**config.mk**
```make
export PLATFORM = sky130hd
export DESIGN_NAME = hpt_queue
export DESIGN_NICKNAME = d
export VERILOG_FILES = /design/src/rtl/hpt_pkg.sv /design/src/rtl/hpt_queue.sv
export SDC_FILE = /design/constraint.sdc
export NUM_CORES = 1
export LEC_CHECK = 0
export BUFFER_PORTS_ARGS = -buffer_cell sky130_fd_sc_hd__buf_2
export CAP_MARGIN = 20
export CORE_MARGIN = 2
export CORE_UTILIZATION = 54
export DETAILED_ROUTE_END_ITERATION = 8
export PLACE_DENSITY = 0.72
export SLEW_MARGIN = 10
export SYNTH_ARGS = -nofsm -noshare
export SYNTH_HDL_FRONTEND = slang
export SYNTH_SLANG_ARGS = --single-unit
```
**constraint.sdc**
```tcl
create_clock -name clk_i -period 20.4 [get_ports clk_i]
set_clock_uncertainty 0.05 [all_clocks]
set_input_delay 3.06 -clock clk_i [delete_from_list [all_inputs] [get_ports clk_i]]
set_output_delay 3.06 -clock clk_i [all_outputs]
set_load 0.03 [all_outputs]
```
**src/rtl/hpt_pkg.sv**
```systemverilog
package hpt_pkg;

  localparam int NumRegs  = 8;
  localparam int CfgIdxW  = 8;
  localparam int MidDepth = 8;
  localparam int MidPtrW  = 3;
  localparam int MidCntW  = 4;
  localparam int OutDepth = 32;
  localparam int OutPtrW  = 5;
  localparam int OutCntW  = 6;
  localparam int QuoW     = 33;
  localparam int DivBits  = 3;
  localparam int DivStages = QuoW / DivBits;

  typedef logic signed [31:0] q_t;

  localparam q_t QMax = 32'sh7fff_ffff;
  localparam q_t QMin = 32'sh8000_0000;

  typedef struct packed {
    q_t px;
    q_t py;
    q_t pz;
  } in_t;

  typedef struct packed {
    q_t   qx;
    q_t   qy;
    q_t   qz;
    logic w_was_zero;
    logic saturated;
  } out_t;

  // Dot products handed from the front to the back.
  typedef struct packed {
    q_t   d0;
    q_t   d1;
    q_t   d2;
    q_t   dw;
    logic sat;
  } mid_t;

  typedef logic [NumRegs-1:0][63:0] mat_t;

  typedef struct packed {
    q_t   v;
    logic sat;
  } qres_t;

  // Identity matrix, Q16.16.
  localparam mat_t MatReset = {
    64'h0001_0000_0000_0000, 64'h0000_0000_0000_0000,
    64'h0000_0000_0001_0000, 64'h0000_0000_0000_0000,
    64'h0000_0000_0000_0000, 64'h0001_0000_0000_0000,
    64'h0000_0000_0000_0000, 64'h0000_0000_0001_0000
  };

  function automatic qres_t clamp64(input logic signed [63:0] v);
    qres_t r;
    if (v > 64'sh0000_0000_7fff_ffff) begin
      r.v   = QMax;
      r.sat = 1'b1;
    end else if (v < 64'shffff_ffff_8000_0000) begin
      r.v   = QMin;
      r.sat = 1'b1;
    end else begin
      r.v   = v[31:0];
      r.sat = 1'b0;
    end
    return r;
  endfunction

  // Floor-shift a full Q32.32 product back to Q16.16 and clamp.
  function automatic qres_t qscale(input logic signed [63:0] p);
    logic signed [63:0] s;
    s = p >>> 16;
    return clamp64(s);
  endfunction

  function automatic qres_t qadd(input q_t a, input q_t b);
    logic signed [63:0] s;
    s = $signed({{32{a[31]}}, a}) + $signed({{32{b[31]}}, b});
    return clamp64(s);
  endfunction

  function automatic q_t elem(input mat_t m, input logic [1:0] row, input logic [1:0] col);
    logic [63:0] r;
    r = m[{row, col[1]}];
    return col[0] ? q_t'(r[63:32]) : q_t'(r[31:0]);
  endfunction

endpackage

```
**src/rtl/hpt_queue.sv**
```systemverilog
module hpt_queue (
  input  logic          clk_i,
  input  logic          rst_ni,
  input  logic          push_i,
  input  hpt_pkg::mid_t data_i,
  input  logic          pop_i,
  output logic          empty_o,
  output hpt_pkg::mid_t data_o
);
  import hpt_pkg::*;

  mid_t               mem [MidDepth];
  logic [MidPtrW-1:0] wp_q, rp_q;
  logic [MidCntW-1:0] cnt_q;

  assign empty_o = (cnt_q == '0);
  assign data_o  = mem[rp_q];

  always_ff @(posedge clk_i or negedge rst_ni) begin
    if (!rst_ni) begin
      wp_q  <= '0;
      rp_q  <= '0;
      cnt_q <= '0;
    end else begin
      if (push_i) begin
        wp_q <= wp_q + 1'b1;
      end
      if (pop_i) begin
        rp_q <= rp_q + 1'b1;
      end
      if (push_i && !pop_i) begin
        cnt_q <= cnt_q + 1'b1;
      end else if (!push_i && pop_i) begin
        cnt_q <= cnt_q - 1'b1;
      end
    end
  end

  always_ff @(posedge clk_i) begin
    if (push_i) begin
      mem[wp_q] <= data_i;
    end
  end

  assert property (@(posedge clk_i) disable iff (!rst_ni)
    push_i && !pop_i |-> cnt_q < MidCntW'(MidDepth))
    else $error("mid queue overflow");

  assert property (@(posedge clk_i) disable iff (!rst_ni)
    pop_i |-> !empty_o)
    else $error("mid queue underflow");

  assert property (@(posedge clk_i) disable iff (!rst_ni)
    cnt_q <= MidCntW'(MidDepth))
    else $error("mid queue count out of range");

endmodule

```
; Word level (Yosys, flattened, before mapping)
; Memory sizes are Yosys's and may differ from the RTL's.
; Index checks and enable logic that the tools add are counted.
[totals]
ff_bits = 10
ramBits = 1032
out_inout_bits = 130
elab_cells = 18
n_memories = 1
[classes]
n_addsub = 4
mux = 4
n_reduce_logical = 6
[mem_list]
columns = name, words, width, rd, rd_ports_with_merged_regs, write_ports, line
row1 = mem, 8, 129, 1, 0, 1, hpt_queue.sv:12  ; mid_t mem [MidDepth];
[ops]
columns = cell, n
row1 = 4-bit 2-to-1 mux, 2
row2 = "3-bit by 1-bit adder with 3-bit output, second input constant", 2
row3 = "4-bit by 1-bit adder with 4-bit output, second input constant", 1
row4 = 4-bit zero test, 1
row5 = "4-bit by 1-bit subtractor with 4-bit output, second input constant", 1
row6 = 1-bit logical AND, 2
row7 = 1-bit zero test, 2
row8 = 1-bit 2-to-1 mux, 2
row9 = 2-bit nonzero test, 1

; Depth between registers and ports, before layout
[logic_depth]
ltp_word = 4
mapped_depth = 7
ltp_nobuf = 7

; Worst setup path after synthesis
; OpenSTA, ideal clock, no wires.
[synth_timing]
path_kind = input to register
start = in push_i
end = mem mem[0][0] in the netlist's numbering, enable pin
setup_ns = 0.775
t_arrival_ns = 11.861
required_time_ns = 19.575
path_slack_ns = 7.714
path_stages = 2
path_cell_list = nand2b_1 > nor3_1
[synth_via]
elab_chain_cells = 2
[synth_rtl]
columns = item, line
row1 = "start, declared", hpt_queue.sv:4  ; input logic push_i,
row2 = 1-bit 2-to-1 mux, hpt_queue.sv:40  ; if (push_i) begin
row3 = 1-bit 2-to-1 mux (not written as such), hpt_queue.sv:41  ; mem[wp_q] <= data_i;
row4 = "end, declared", hpt_queue.sv:12
; No other way between the ends.

==> results.yml <==
run_status:
  status: "finished, final reports clean"
synthesis:
  syn_area_um2: 39600
  synth.yosys.seq_area_share_pct: 79.0
  yosysTopAreaCellShare_pct: 78.3
  ys_async_sr_fraction_pct: 0.960
  synth.distinct_cells: 29
  ys_ff_latch: 1042
  yosysWarnings: 0
  yosysTopAreaCell: "edfxtp_1"
  synthTopCellsByArea: "edfxtp_1 (78%), mux4_2 (11%), mux4_1 (4.1%)"
  syn_inst: 1550
  synth_ff_type: "edfxtp_1"
  syn_avg_cell_area_um2: 25.5
  synth_edf_count: 1032
  synth_fp_nets: 1689
detailed_routing:
  routed_wl_um: 77000
  drt_iter0_markers: 1500
  postRouteAntennaNets: 0
  wl_per_cell_um: 26.4
  dr.pass1.iters: 5
  vias: 17400
  vias_per_cell: 5.95
  drc: 0
setup_path:
  cp_slowest_cell: "dfrtp_4"
  startpoint_type: "flop"
  crit_required_ns: 17.29
  endpoint_kind: "output pin"
  reg2reg_slack_ns: 17.64
  r2r_end: "mem[6][122]"
  cp_max_fo: 120
  r2r_cells: 4
  rr_startpoint: "wp_q[0]"
  crit_arrival_ns: 4.57
  worst-setup-path-type: "flop to output pin"
  crit_start: "rp_q[0]"
  crit_path_max_incr_delay_ns: 0.95
  crit_chain: "buf_12 -> buf_4 -> mux4_1 -> mux2_2 -> buf_2"
timing:
  timing.final.crit_share_pct: 37.7
  holdWs_ns: 0.531
  rsz0062_at_grt: "false"
  fmaxAchievable_ghz: 0.130
  setup-tns-final_ns: 0
  slew_headroom_pct: 29.8
  hold_viol: 0
  min_period_ns: 7.68
  finalSetupViolations: 0
  worst_pin_slew_ns: 1.05
  drv_slew: 0
cells_and_area:
  fillers: 4803
  nNetsFinal: 2015
  drive_above_1_share_pct: 39.9
  area_delta_synth_final_pct: 14.4
cts:
  cts_made_buffers: 103
  clk_latency_ns: 0.64
  h-tree-depth: 3
  cts_resized: 0
  post_cts_buffers: 0
  root_buffer: "clkbuf_16"
  clk_path_buf_depth: 3
  clock_sinks: 1042
  cts_hold_buf: 0
  cts_tree: "yes"
  path_clk_slew_ns: 0.06
grt:
  grt_pass1_vias: 18100
  grt_pass1_wl_um: 114000
  busiest_layer: "met2"
  grt_use_met3_pct: 5.21
  met1_usage_pct: 28.3
  grt_start_max_net_pins: 121
  antenna_found_initial: 19
  grt_util_all_layers_pct: 20.6
  grt_remaining_overflow: 0
  grtUsageMet2_pct: 33.2
hold_path:
  min_to: "wp_q[1]"
  hold_start: "wp_q[1]"
  hold_path.class: "flop to flop"
  hold_path_depth: 1
power_and_ir_drop:
  leakage_uw: 0.0149
  irDropWorstVdd_mv: 0.178
  p_per_area_nw_per_um2: 152
floorplan:
  die_x_um: 275
  core_area_um2: 72700
  die-area_um2: 75400
  start_util_pct: 54.4
  die_h_um: 275
  ioPinCount: 263
  rows: 99
run:
  cap_violations: 0
placed_design:
  port_buffers: 262
  hpwl_um: 39900
  gp_congestion: 0.715
## layout make-up
| cell class | count | area [um^2] | share of cell area, % |
|---|---|---|---|
| tap | 959 | 1200 | 2.65 |
| clock buffer | 124 | 2720 | 6.01 |
| inverter | 2 | 7.51 | 0.0166 |
| antenna | 3 | 7.51 | 0.0166 |
| clock inverter | 60 | 607 | 1.34 |
| multi-input combinational | 433 | 7890 | 17.4 |
| sequential | 1042 | 31300 | 69.1 |
| timing repair buffer | 294 | 1560 | 3.46 |
## metrics by stage
stage                     setup slack (ns)  std cells  power [uW]  instance area [um^2]  util [%]
final                                12.72       2917        6870                 45200      62.2
after detailed placement             13.22       2730        5090                 41900      57.6
after global routing                 12.31       2914        7150                 45200      62.2
after floorplan                       7.71       1550        4550                 39600         -
after CTS                            12.51       2914        6960                 45200      62.2
after global placement               13.23       2730        5060                 41900      57.6
## report_power, final
group	internal, uW	leakage (uW)	switching, uW	total [uW]
Sequential	2690	0.00949	133	2820
Clock	1100	0.00163	758	1850
Combinational	895	0.00374	1300	2190
## synthesized netlist by cell type, types with 2 or more instances
library cell / n
clkbuf_1: 24
inv_1: 2
a21oi_1: 2
buf_6: 23
o211ai_1: 2
mux2_2: 132
nor3_1: 3
ha_1: 5
buf_2: 11
buf_8: 2
xor2_1: 2
mux4_2: 196
xnor2_1: 4
mux4_1: 62
nand3_1: 2
nor2_1: 6
edfxtp_1: 1032
nand2_1: 6
buf_1: 13
dfrtp_1: 10
nand2b_1: 3
## cell usage in the layout, fill, tap and decap left out, drive strengths merged, types with 2 or more instances in the layout
master	instances
a21oi	2
buf	294
bufinv	12
clkbuf	124
clkinv	43
clkinvlp	3
dfrtp	10
diode	3
edfxtp	1032
ha	5
inv	4
mux2	132
mux4	258
nand2	6
nand2b	3
nand3	2
nor2	6
nor3	3
o211ai	2
xnor2	4
xor2	2
## registers in the layout, indices dropped and copies added (netlist names)
name,flops
rp_q,3
cnt_q,4
mem,1032
wp_q,3
## logic make-up (layout without fill, tap and decap cells)
kind of cell               after synthesis  count (layout)  synth area share (%)
DFF                                   1042            1042                  79.0
muxes                                  391             391                  19.1
buffers and inverters                   75             480                  1.24
and+or+nand+nor                         24              24                 0.294
adders and majority gates                6               6                 0.209
AOI/OAI and AO/OA                        6               6                 0.104
xor gates and xnor gates                 6               6                 0.133
other                                    0               3                     0
## layer usage
layer	up-vias	share of wire [%]
met5	-	0.28
met4	34	1.8
met3	134	6.9
met2	486	50
met1	9298	41
li1	7406	-
## worst max-delay path, delay by kind of cell, from the launching register on
family	cells	cell delay, ns
buf+inv	3	1.77
flops	1	0.95
mux	2	0.94
## worst max path at each step
stage | end | depth (start not counted) | slack [ns]
global route | data_o[73] | 5 | 12.31
CTS | data_o[73] | 5 | 12.51
detailed placement | data_o[73] | 5 | 13.22
global placement | data_o[90] | 5 | 13.23
floorplan | mem[0][0] | 2 | 7.71
finish | data_o[73] | 5 | 12.72
No activity file was read; power rests on OpenSTA's default activity.
